--- config.mk ---
export PLATFORM = sky130hd
export DESIGN_NAME = bpsk_llr_merge
export DESIGN_NICKNAME = d
export VERILOG_FILES = /design/src/hw/rtl/bpsk_llr_pkg.sv /design/src/hw/rtl/bpsk_llr_merge.sv
export SDC_FILE = /design/constraint.sdc
export NUM_CORES = 1
export LEC_CHECK = 0
export BUFFER_PORTS_ARGS = -buffer_cell sky130_fd_sc_hd__buf_2
export CAP_MARGIN = 20
export CORE_MARGIN = 4
export CORE_UTILIZATION = 55
export CTS_CLUSTER_DIAMETER = 200
export CTS_CLUSTER_SIZE = 25
export DETAILED_ROUTE_END_ITERATION = 8
export PLACE_DENSITY_LB_ADDON = 0.25
export SYNTH_ARGS = -nofsm -noshare
export SYNTH_HDL_FRONTEND = slang
export SYNTH_SLANG_ARGS = --single-unit
--- constraint.sdc ---
create_clock -name clk_i -period 5.4 [get_ports clk_i]
set_clock_uncertainty 0.2 [all_clocks]
set_input_delay 0 -clock clk_i [delete_from_list [all_inputs] [get_ports clk_i]]
set_output_delay 0 -clock clk_i [all_outputs]
set_load 0.01 [all_outputs]
--- src/hw/rtl/bpsk_llr_pkg.sv ---
`default_nettype none
// ----------------------------------------------------------------------------
// bpsk_llr_pkg: shared types and constants
// Register codes, configuration and control structs, fixed-point widths for
// the noisy BPSK LLR metric generator.
// ----------------------------------------------------------------------------
package bpsk_llr_pkg;

  localparam int LANES           = 8;
  localparam int Z_MAX_DEF       = 256;
  localparam int MAX_COLUMNS_DEF = 128;
  localparam int METRIC_BITS_DEF = 8;

  localparam int PUNCT_FIRST_COL = 69 - 2;
  localparam int RX_ONE_SHIFT    = 25;
  localparam int FRAC_BITS       = 33;
  localparam int NOISE_W         = 16;
  localparam int GAIN_W          = 16;
  localparam int FACTOR_W        = 18;
  localparam int LIMIT_W         = 7;
  localparam int PROD_W          = 32;
  localparam int RX_W            = 33;
  localparam int SC_W            = 52;
  localparam int ERRS_W          = 4;
  localparam int TOTAL_W         = 32;
  localparam int CFG_IDX_W       = 3;
  localparam int CFG_DATA_W      = 32;

  typedef enum logic [CFG_IDX_W-1:0] {
    REG_Z_SIZE          = 3'd0,
    REG_NUM_COLUMNS     = 3'd1,
    REG_NUM_CODEWORDS   = 3'd2,
    REG_PUNCTURE_ENABLE = 3'd3,
    REG_NOISE_GAIN      = 3'd4,
    REG_LLR_FACTOR      = 3'd5,
    REG_LLR_LIMIT       = 3'd6
  } cfg_reg_e;

  typedef struct packed {
    logic [8:0]          z_size;
    logic [7:0]          num_columns;
    logic [31:0]         num_codewords;
    logic                puncture_enable;
    logic [GAIN_W-1:0]   noise_gain;
    logic [FACTOR_W-1:0] llr_factor;
    logic [LIMIT_W-1:0]  llr_limit;
  } cfg_t;

  localparam cfg_t CFG_RESET = '{
    z_size:          9'd256,
    num_columns:     8'd69,
    num_codewords:   32'd1,
    puncture_enable: 1'b0,
    noise_gain:      16'd16384,
    llr_factor:      18'd512,
    llr_limit:       7'd127
  };

  typedef struct packed {
    logic             valid;
    logic [LANES-1:0] act;
    logic             punct;
    logic             last_run;
  } ctl_t;

endpackage
`default_nettype wire

--- src/hw/rtl/bpsk_llr_merge.sv ---
`default_nettype none
// ----------------------------------------------------------------------------
// bpsk_llr_merge: error merge and output status
// Counts lane errors, keeps the running error total across a run and aligns
// the status fields and valid with the lane metrics.
// ----------------------------------------------------------------------------
module bpsk_llr_merge (
  input  wire logic                                  clk_i,
  input  wire logic                                  rst_ni,
  input  wire logic                                  adv_i,
  input  wire bpsk_llr_pkg::ctl_t                    ctl_i,
  input  wire logic [bpsk_llr_pkg::LANES-1:0]        err_i,
  output logic                                       valid_o,
  output logic [bpsk_llr_pkg::ERRS_W-1:0]            bit_errors_o,
  output logic [bpsk_llr_pkg::TOTAL_W-1:0]           error_total_o,
  output logic                                       final_res_o
);

  localparam int EW = bpsk_llr_pkg::ERRS_W;
  localparam int TW = bpsk_llr_pkg::TOTAL_W;

  logic [EW-1:0] errs_d, errs3_q, errs4_q;
  logic [TW-1:0] tot_d, tot3_q, tot4_q, acc_q;
  logic          v3_q, v4_q, fin3_q, fin4_q;

  always_comb begin
    errs_d = '0;
    for (int i = 0; i < bpsk_llr_pkg::LANES; i++) begin
      errs_d = errs_d + EW'(err_i[i]);
    end
    tot_d = acc_q + TW'(errs_d);
  end

  always_ff @(posedge clk_i or negedge rst_ni) begin
    if (!rst_ni) begin
      v3_q   <= 1'b0;
      v4_q   <= 1'b0;
      fin3_q <= 1'b0;
      fin4_q <= 1'b0;
      acc_q  <= '0;
    end else if (adv_i) begin
      v3_q   <= ctl_i.valid;
      v4_q   <= v3_q;
      fin3_q <= ctl_i.last_run;
      fin4_q <= fin3_q;
      if (ctl_i.valid) begin
        acc_q <= ctl_i.last_run ? '0 : tot_d;
      end
    end
  end

  always_ff @(posedge clk_i) begin
    if (adv_i) begin
      errs3_q <= errs_d;
      tot3_q  <= tot_d;
      errs4_q <= errs3_q;
      tot4_q  <= tot3_q;
    end
  end

  assign valid_o       = v4_q;
  assign bit_errors_o  = errs4_q;
  assign error_total_o = tot4_q;
  assign final_res_o   = fin4_q;

endmodule
`default_nettype wire

## Word level (Yosys, flattened, before mapping)

Index checks and enable logic that the tools add are counted.

| cells by class | value |
|---|---|
| add/subtract/negate cells | 8 |
| muxes and demuxes | 1 |
| reductions and logical operators | 1 |

Operator list:

| cell | count |
|---|---|
| 32-bit by 4-bit adder with 32-bit output | 1 |
| 32-bit 2-to-1 mux | 1 |
| 4-bit by 1-bit adder with 4-bit output | 4 |
| 3-bit by 1-bit adder with 4-bit output | 1 |
| 2-bit by 1-bit adder with 3-bit output | 1 |
| 1-bit by 1-bit adder with 2-bit output | 1 |
| 2-bit AND reduction | 1 |

| word-level totals | value |
|---|---|
| register bits after elaboration | 108 |
| input bits | 22 |
| output and inout port bits | 38 |

## Logic depth before layout (Yosys ltp)

Gate-level depths: netlist of the first run.

| logic depth | value |
|---|---|
| word-level depth | 9 |
| depth in mapped cells | 15 |
| gate-level depth less buffers | 14 |

## Worst setup path after synthesis of the first run

No wires, ideal clock.

| path | value |
|---|---|
| path kind | input to register |
| start point | input port err_i[0] (netlist bit) |
| end point | register tot3_q[10] (data pin) |
| setup time | 0.258 ns |
| data arrival time | 3.933 ns |
| setup slack | 1.009 ns |
| cell stages on the path | 14 |
| cells stage by stage | fa_1 inv_1 fa_1 fa_1 inv_1 ha_1 fa_1 inv_1 fa_1 nand2b_2 a211oi_2 nand3_1 or2_2 xnor2_1 |

| on the way | value |
|---|---|
| cells in the longest elaborated chain, start to end | 8 |

Ends and longest elaborated chain:

| element | RTL line | source |
|---|---|---|
| from (decl) | bpsk_llr_merge.sv:12 | `input wire logic [bpsk_llr_pkg::LANES-1:0] err_i,` |
| 1-bit by 1-bit adder with 2-bit output | bpsk_llr_merge.sv:29 | `errs_d = errs_d + EW'(err_i[i]);` |
| 2-bit by 1-bit adder with 3-bit output | bpsk_llr_merge.sv:29 |  |
| 3-bit by 1-bit adder with 4-bit output | bpsk_llr_merge.sv:29 |  |
| 4-bit by 1-bit adder with 4-bit output (4 in series) | bpsk_llr_merge.sv:29 |  |
| via errs_d[1] | bpsk_llr_merge.sv:22 | `logic [EW-1:0] errs_d, errs3_q, errs4_q;` |
| 32-bit by 4-bit adder with 32-bit output | bpsk_llr_merge.sv:31 | `tot_d = acc_q + TW'(errs_d);` |
| via tot_d[10] | bpsk_llr_merge.sv:23 | `logic [TW-1:0] tot_d, tot3_q, tot4_q, acc_q;` |
| to (signal assigned) | bpsk_llr_merge.sv:55 | `tot3_q <= tot_d;` |
| to (decl) | bpsk_llr_merge.sv:23 |  |

The timed path passes the listed nets, and every way through them passes these cells.
A chain may end at the register's enable or synchronous reset.

## Worst setup path in the final report of the first run

Same ends and word-level chain as after synthesis.

==> results of run 1 <==
-- power groups by stage --
stage	Clock [mW]	Combinational, mW	Sequential (mW)
after global routing	0.471	0.302	1.02
after global placement	0	0.256	1.03
after CTS	0.438	0.268	1.01
after floorplan	0	0.165	1.04
final	0.423	0.262	1.01
after detailed placement	0	0.262	1.03
-- synth_stat cells, drive strengths merged (2+ instances only) --
library cell	instances	area share
a211oi	2	0.0041
a21oi	10	0.011
a22o	3	0.0054
a22oi	2	0.0031
a31oi	5	0.0064
a41oi	3	0.0054
and2	3	0.0038
and3	7	0.0097
and4	3	0.0056
buf	5	0.0087
clkbuf	14	0.017
dfrtp	36	0.18
edfxtp	72	0.44
fa	5	0.020
ha	7	0.018
inv	16	0.012
mux2	3	0.0069
mux2i	2	0.0041
nand2	33	0.026
nand2b	5	0.0069
nand3	13	0.019
nand4	7	0.012
nor2	17	0.013
nor2b	3	0.0038
nor3	4	0.0041
nor4	2	0.0087
o21ai	24	0.025
o311ai	6	0.011
o31ai	15	0.023
o41ai	2	0.0036
or2	2	0.0026
or4	4	0.0061
xnor2	17	0.030
xor2	13	0.023
-- tightest hold or removal path, cell delays in order --
cell      delay (ns)
buf_2           0.27
nand3b_1        0.23
nand2_1         0.07
-- cell type report --
type | instances | area, sq um | area share
Inverter | 16 | 60.1 | 0.0111
Tap cell | 108 | 135 | 0.0251
Clock buffer | 11 | 131 | 0.0244
Clock inverter | 4 | 28.8 | 0.00534
Multi-Input combinational cell | 231 | 1650 | 0.306
Timing Repair Buffer | 58 | 320 | 0.0594
Sequential cell | 108 | 3060 | 0.568
-- metal layers --
| metal | track usage | up-vias | wire length [microns] |
|---|---|---|---|
| li1 | - | 1483 | - |
| met1 | 0.229 | 1497 | 3790 |
| met2 | 0.300 | 80 | 4300 |
| met3 | 0.0355 | 13 | 404 |
| met4 | 0.0706 | 0 | 131 |
| met5 | 0 | - | 0 |
-- state kept, by name, summed over array words and instances (netlist names) --
register,cells
acc_q,32
error_total_o,32
tot3_q,32
bit_errors_o,4
errs3_q,4
fin3_q,1
final_res_o,1
v3_q,1
valid_o,1
-- worst max-delay path by stage --
stage / slack (ns) / cells after the start / end / startpoint
floorplan: 1.01 / 14 / tot3_q[10] / err_i[0]
global placement: 0.71 / 15 / tot3_q[10] / err_i[0]
detailed placement: 0.64 / 15 / tot3_q[10] / err_i[0]
CTS: 1.03 / 15 / tot3_q[10] / err_i[0]
global route: 0.81 / 15 / tot3_q[10] / err_i[0]
finish: 1.02 / 15 / tot3_q[10] / err_i[0]
-- stage by stage --
| step | total power [mW] | hold WS, ns | setup slack, ns | instance area, sq um | util |
|---|---|---|---|---|---|
| finish | 1.70 | 0.0397 | 1.02 | 5390 | 0.621 |
| global route | 1.79 | 0.0697 | 0.809 | 5390 | 0.621 |
| CTS | 1.72 | 0.0335 | 1.03 | 5390 | 0.621 |
| detailed placement | 1.29 | -0.0399 | 0.643 | 5190 | 0.598 |
| global placement | 1.28 | -0.0367 | 0.706 | 5190 | 0.598 |
| floorplan | 1.20 | -0.496 | 1.01 | 4900 | - |
-- logic make-up after synthesis --
group,share of synthesized area
DFF,0.625
buffers and inverters,0.0378
and+or+nand+nor,0.128
xor gates and xnor gates,0.0536
muxes,0.0110
adders and majority gates,0.0383
AOI/OAI and AO/OA,0.106
==> flow_summary.yaml, run 1 <==
routing:
  routed_wl_microns: 8630
  vias_per_cell: 5.73
  drt_pass1_iterations: 4
  post_drt_wl_per_cell_microns: 16.1
  ant_nets: 0
  post-route-drc-count: 0
  dr_total_vias: 3073
  drt-initial-drc-count: 175
worst_hold_path:
  min_path_cells: 3
  min_delay_worst_endpoint: "acc_q[0]"
  worst_hold_path_type: "primary input to flop"
  hold_path.startpoint: "ctl_i[0]"
grt:
  grt_start_max_net_pins: 78
  grt_antenna_before_repair: 0
  grt_pass1_wl_microns: 14600
  grt_use_total: 0.179
  first_global_vias: 3096
  grt-ovfl-total: 0
pwr:
  p_comb_frac: 0.154
  internal_power_mw: 1.25
  max-vdd-ir-drop_mv: 0.168
  power.net_switching_mw: 0.447
  p_per_area_mw_per_mm2: 315
  total_leakage_power_nw: 2.17
  power.share.clock: 0.249
  p_sw_frac: 0.263
  proportion_of_power_drawn_by_flip_flops_and_latches: 0.596
place:
  dp_hpwl_microns: 5590
  place_congestion: 0.813
  port_buffers: 50
  placed_cells: 517
timing:
  setup_viol: 0
  max_slew_margin: 0.285
  worst_slew_pin_slew_ns: 1.07
  max_clock_freq_ghz: 0.228
  fin_crit_sh: 0.812
  rsz0062_at_grt: "no"
  slew_limit_fails: 0
  layout_min_cycle_time_ns: 4.38
  fin_tns_setup_ns: 0
  timing.final.hold_violations: 0
floorplan:
  initial_utilization: 0.564
  rows: 34
  core_area_sq_mm: 0.00868
  io_pins: 60
  die_y_microns: 102
  die_area_sq_mm: 0.0105
  die_width_microns: 102
synthesis:
  number_of_flops_mapped_to_enable_cells_by_yosys: 72
  synth.cell_area_sq_mm: 0.00490
  synthesis.nets: 408
  synth.yosys.warnings: 0
  ys_seq_area_frac: 0.625
  synthesis.instances: 374
  ys_dominant_reg_cell: "edfxtp_1"
  synth_cell_type_count: 56
  post_synth.cell_area_avg_sq_um: 13.1
  ys_seq_elements: 108
  synth_async_sr_flop_share: 0.333
setup_path:
  rr_startpoint: "acc_q[0]"
  data_arrival_time_of_the_critical_path_ns: 4.31
  timing_worst_setup_path_type: "primary input to flop"
  r2r_cells: 8
  worst_path_max_delay_cell: "fa_1"
  critical_path_buf_inv_count: 4
  worst_path_largest_cell_delay_ns: 0.54
  timing.critical_path.cells: "buf_2 > fa_1 > inv_1 > fa_1 > fa_1 > inv_1 > ha_1 > fa_1 > inv_1 > fa_1 > nand2b_2 > a211oi_2 > nand3_1 > or2_2 > xnor2_1"
  endpoint_kind: "flop"
  cp_data_required_time_ns: 5.32
  most_frequent_cell_on_the_critical_path: "fa_1"
  worst_r2r_endpoint: "tot3_q[10]"
  critPathTopFamily: "adder cells"
  r2r_slack_ns: 2.56
  cp_max_fo: 6
  critical_path.startpoint_type: "primary input"
clock_tree:
  ctsHtreeMaxLevel: 3
  ctsHoldBuffers: 4
  tritoncts: "built"
  numClockSinks: 108
  ctsResizeCount: 0
  clk_pin_slew_worst_paths_ns: 0.09
  tritoncts.num_buffers: 9
  buffers_from_clock_root_to_sink_at_most: 2
  post-cts-setup-buffer-count: 0
  clockRootBuffer: "clkbuf_8"
  insertion_delay_ns: 0.37
finish:
  antenna_diode_instance_count: 0
  finalNetCount: 458
  layout.cells.most_common: "edfxtp_1"
  post_route_cells_drive_above_1_share: 0.203
  area_delta_synth_final_pct: 10.0
  num-fill-cells: 686
  finish.cell_count_without_fillers: 536
  most-common-layout-cells: "edfxtp_1, buf_2, dfrtp_1"
outcome:
  outcome: "completed"
flow_run:
  max_cap_viol_count: 0
Power figures use the tool's default switching activity.
==> inputs of run 2 (changes only) <==
clock period = 4.3 ns   (was 5.4 ns; I/O delays follow)
==> flow_summary.yaml, run 2 (same netlist as run 1, synthesis figures left out) <==
pwr:
  max-vdd-ir-drop_mv: 0.245
  p_per_area_mw_per_mm2: 403
  p_total_mw: 2.22
  total_leakage_power_nw: 2.23
setup_path:
  worst_path_largest_cell_delay_ns: 0.52
  critical_path.startpoint_type: "primary input"
  critical_path_buf_inv_count: 4
  critPathTopFamily: "adder cells"
  endpoint_kind: "flop"
  timing_worst_setup_path_type: "primary input to flop"
  cp_data_required_time_ns: 4.23
  most_frequent_cell_on_the_critical_path: "fa_1"
  timing.critical_path.cells: "buf_2 > fa_1 > inv_1 > fa_1 > fa_1 > inv_1 > ha_1 > fa_1 > inv_1 > fa_1 > nand2b_4 > a211oi_4 > nand3_2 > or2_2 > xnor2_1"
  cp_max_fo: 6
  worst_path_max_delay_cell: "fa_1"
  data_arrival_time_of_the_critical_path_ns: 3.97
clock_tree:
  tritoncts.num_buffers: 9
  clockRootBuffer: "clkbuf_8"
  ctsResizeCount: 0
  ctsHtreeMaxLevel: 3
  clk_pin_slew_worst_paths_ns: 0.10
  numClockSinks: 108
  insertion_delay_ns: 0.37
  buffers_from_clock_root_to_sink_at_most: 2
  tritoncts: "built"
timing:
  timing.final.hold_violations: 0
  layout_min_cycle_time_ns: 4.04
  setup_viol: 0
  max_clock_freq_ghz: 0.247
  slew_limit_fails: 0
  rsz0062_at_grt: "no"
  max_slew_margin: 0.300
  worst_slew_pin_slew_ns: 1.05
  fin_crit_sh: 0.940
place:
  place_congestion: 0.835
  dp_hpwl_microns: 5860
  placed_cells: 525
  port_buffers: 50
finish:
  most-common-layout-cells: "edfxtp_1, buf_2, dfrtp_1"
  finish.cell_count_without_fillers: 545
  post_route_cells_drive_above_1_share: 0.227
  antenna_diode_instance_count: 0
  num-fill-cells: 676
  layout.cells.most_common: "edfxtp_1"
  final_standard_cell_utilization_of_the_core: 0.634
  finalNetCount: 466
  area_delta_synth_final_pct: 12.3
routing:
  vias_per_cell: 5.63
  routed_wl_microns: 8890
  dr_total_vias: 3069
  drt_pass1_iterations: 4
  post-route-drc-count: 0
  post_drt_wl_per_cell_microns: 16.3
  ant_nets: 0
  drt-initial-drc-count: 140
grt:
  grt_use_total: 0.181
  grt_start_max_net_pins: 53
  grt_pass1_wl_microns: 14700
  grt_antenna_before_repair: 0
  first_global_vias: 3003
  grt-ovfl-total: 0
outcome:
  outcome: "completed"
worst_hold_path:
  worst_hold_path_type: "primary input to flop"
floorplan:
  die_y_microns: 102
  die_area_sq_mm: 0.0105
  io_pins: 60
  rows: 34
  initial_utilization: 0.564
  core_area_sq_mm: 0.00868
  die_width_microns: 102
flow_run:
  max_cap_viol_count: 0
[run 2: worst paths after layout]
check / start / endpoint / depth (start not counted) / slack (ns)
worst max-delay path: err_i[0] / tot3_q[14] / 15 / 0.26
worst min-delay path: ctl_i[0] / acc_q[0] / 3 / 0.03
worst min register to register: tot3_q[23] / error_total_o[23] / 0 / 0.23
worst max register to register: acc_q[0] / tot3_q[14] / 8 / 1.68
min in group asynchronous: rst_ni / acc_q[2] / 2 / 0.05
max in group asynchronous: rst_ni / acc_q[29] / 2 / 3.32
[run 2: repair_timing]
item / 4_1_cts / 5_1_grt
hold buffers: 4 / 0
buffers inserted: 0 / 0
endpoints found under the hold margin: 54 / 0
[run 2: layer usage]
metal  part of all wire  track usage
met5                  0            0
met4             0.0093       0.0454
met3              0.043       0.0444
met2               0.50        0.296
met1               0.45        0.247
[run 2: layout make-up]
| type | count | area (sq um) | area share |
|---|---|---|---|
| multi-input cells | 231 | 1680 | 0.305 |
| repair buffers | 66 | 393 | 0.0714 |
| well taps | 108 | 135 | 0.0246 |
| flip-flops and latches | 108 | 3060 | 0.557 |
| inverters | 16 | 60.1 | 0.0109 |
| clock inverters | 7 | 51.3 | 0.00932 |
| clock buffers | 9 | 124 | 0.0225 |
[run 2: through the flow]
step	hold slack (ns)	area [sq um]	setup WS, ns	TNS, ns
4_1_cts	0.0326	5500	0.248	0
6_report	0.0313	5500	0.259	0
3_5_place_dp	-0.0460	5290	-0.160	-0.819
5_1_grt	0.0580	5500	0.0891	0
2_1_floorplan	-0.496	4920	0.0397	0
3_3_place_gp	-0.0383	5290	-0.0613	-0.144
[run 2: worst register-to-register path, cell delays in order (launching register included)]
cell and delay [ns]:
dfrtp_1 0.36, ha_1 0.22, inv_1 0.07, fa_1 0.41
nand2b_4 0.18, a211oi_4 0.37, nand3_2 0.12, or2_2 0.32
xnor2_1 0.13
[run 2: power by group]
part / leakage (nW) / switching [mW] / internal [mW]
sequential: 1.19 / 0.0366 / 1.24
clock: 0.0876 / 0.356 / 0.214
combinational: 0.953 / 0.220 / 0.157
total: 2.23 / 0.613 / 1.61
==> inputs of run 3 (changes only) <==
CORE_ASPECT_RATIO = 0.7   (was unset)
CORE_UTILIZATION = 45   (was 55)
GPL_TIMING_DRIVEN = 0   (was unset)
==> flow_summary.yaml, run 3 (same netlist as run 1, synthesis figures left out) <==
outcome:
  outcome: "completed"
routing:
  ant_nets: 0
  routed_wl_microns: 9630
  drt_pass1_iterations: 4
  post-route-drc-count: 0
  post_drt_wl_per_cell_microns: 16.5
  vias_per_cell: 5.53
  drt-initial-drc-count: 206
  dr_total_vias: 3231
finish:
  finalNetCount: 481
  layout.cells.most_common: "edfxtp_1"
  antenna_diode_instance_count: 0
  area_delta_synth_final_pct: 18.4
  post_route_cells_drive_above_1_share: 0.235
  most-common-layout-cells: "edfxtp_1, buf_2, dfrtp_1"
place:
  place_congestion: 0.899
  port_buffers: 49
  dp_hpwl_microns: 6330
floorplan:
  core_area_sq_mm: 0.0105
  die_area_sq_mm: 0.0126
  initial_utilization: 0.468
  rows: 31
  die_width_microns: 133
  die_y_microns: 95.3
  io_pins: 60
timing:
  fin_crit_sh: 0.951
  worst_slew_pin_slew_ns: 0.932
  finalHoldWorstSlack_ns: 0.106
  layout_min_cycle_time_ns: 4.09
  rsz0062_at_grt: "no"
  max_slew_margin: 0.379
  timing.final.hold_violations: 0
  fin_tns_setup_ns: 0
  setup_viol: 0
  slew_limit_fails: 0
  max_clock_freq_ghz: 0.245
setup_path:
  endpoint_kind: "flop"
  cp_max_fo: 4
  critical_path.startpoint_type: "primary input"
  r2r_slack_ns: 1.76
  cp_data_required_time_ns: 4.20
  worst_r2r_endpoint: "tot3_q[10]"
  data_arrival_time_of_the_critical_path_ns: 3.99
  rr_startpoint: "acc_q[0]"
  r2r_cells: 8
  most_frequent_cell_on_the_critical_path: "fa_1"
  critical_path_buf_inv_count: 4
  timing.critical_path.cells: "buf_2 > fa_1 > inv_1 > fa_1 > fa_1 > inv_1 > ha_1 > fa_1 > inv_1 > fa_2 > nand2b_4 > a211oi_4 > nand3_2 > or2_4 > xnor2_1"
  timing_worst_setup_path_type: "primary input to flop"
  worst_path_max_delay_cell: "fa_1"
  critPathTopFamily: "adder cells"
  worst_path_largest_cell_delay_ns: 0.54
clock_tree:
  tritoncts.num_buffers: 9
  numClockSinks: 108
  buffers_from_clock_root_to_sink_at_most: 2
  clk_pin_slew_worst_paths_ns: 0.06
  tritoncts: "built"
  insertion_delay_ns: 0.35
  ctsHtreeMaxLevel: 3
  clockRootBuffer: "clkbuf_16"
pwr:
  total_leakage_power_nw: 2.35
  p_per_area_mw_per_mm2: 440
  max-vdd-ir-drop_mv: 0.287
grt:
  first_global_vias: 3223
  grt_start_max_net_pins: 79
  grt_pass1_wl_microns: 16100
  grt_use_total: 0.162
  grt_antenna_before_repair: 0
  grt-ovfl-total: 0
worst_hold_path:
  worst_hold_path_type: "primary input to async pin"
flow_run:
  max_cap_viol_count: 0
[run 3: cell types whose count changed in the layout (fill, tap and decap cells not counted), sizes merged]
cell      before  now
clkbuf         9   24
buf           62   63
clkinvlp       1    2
inv           18   16
clkinv         4    2
bufinv         0    2
[run 3: layout make-up]
type,count,area (sq um)
Fill cell,891,4670
Sequential cell,108,3060
Multi-Input combinational cell,231,1690
Timing Repair Buffer,62,368
Clock buffer,10,239
Tap cell,132,165
Buffer,19,126
Clock inverter,6,87.6
Inverter,16,60.1
[run 3: worst reg2reg max path: cells and delay by family, from the launching register on]
kind,cells,cell delay (ns)
AND/OR/NAND/NOR,3,0.64
flip-flops,1,0.35
buffers and inverters,1,0.07
XOR/XNOR,1,0.12
AO/OA/AOI/OAI,1,0.37
adder cells (fa/ha/maj),2,0.55
[run 3: power by group]
part | total [mW] | internal [mW] | switching (mW)
clock network | 0.886 | 0.525 | 0.361
logic | 0.397 | 0.160 | 0.237
registers | 1.27 | 1.24 | 0.0304
total | 2.55 | 1.92 | 0.629
[run 3: per-stage QoR]
step           total power [mW]  cells  area [sq um]  setup slack (ns)  utilization
6_report                   2.55    584          5800             0.210        0.554
5_1_grt                    2.67    584          5800            0.0361        0.554
4_1_cts                    2.55    578          5730             0.102        0.547
3_5_place_dp               1.65    555          5340            -0.562        0.510
3_3_place_gp               1.63    555          5330            -0.409        0.509
2_1_floorplan              1.52    374          4920            0.0397            -
[run 3: metal layers]
layer	global-route usage	vias to the layer above	part of all wire
li1	-	1533	-
met1	0.219	1580	0.46
met2	0.255	108	0.47
met3	0.0469	10	0.063
met4	0.0545	0	0.0080
met5	0	-	0
[run 3: worst max path at each step]
stage,from,end,slack (ns),cells after the start
floorplan,err_i[0],tot3_q[14],0.04,14
global placement,err_i[0],tot3_q[15],-0.41,15
detailed placement,err_i[0],tot3_q[15],-0.56,15
CTS,err_i[0],tot3_q[15],0.10,16
global route,err_i[0],tot3_q[31],0.04,16
finish,err_i[0],tot3_q[10],0.21,15
[run 3: what timing repair did]
action	in CTS	in global routing
hold buffers	4	0
endpoints found under the setup margin	18	22
pin swaps	2	4
resized for setup	1	5
buffers inserted	3	6
hold endpoints to repair	50	0
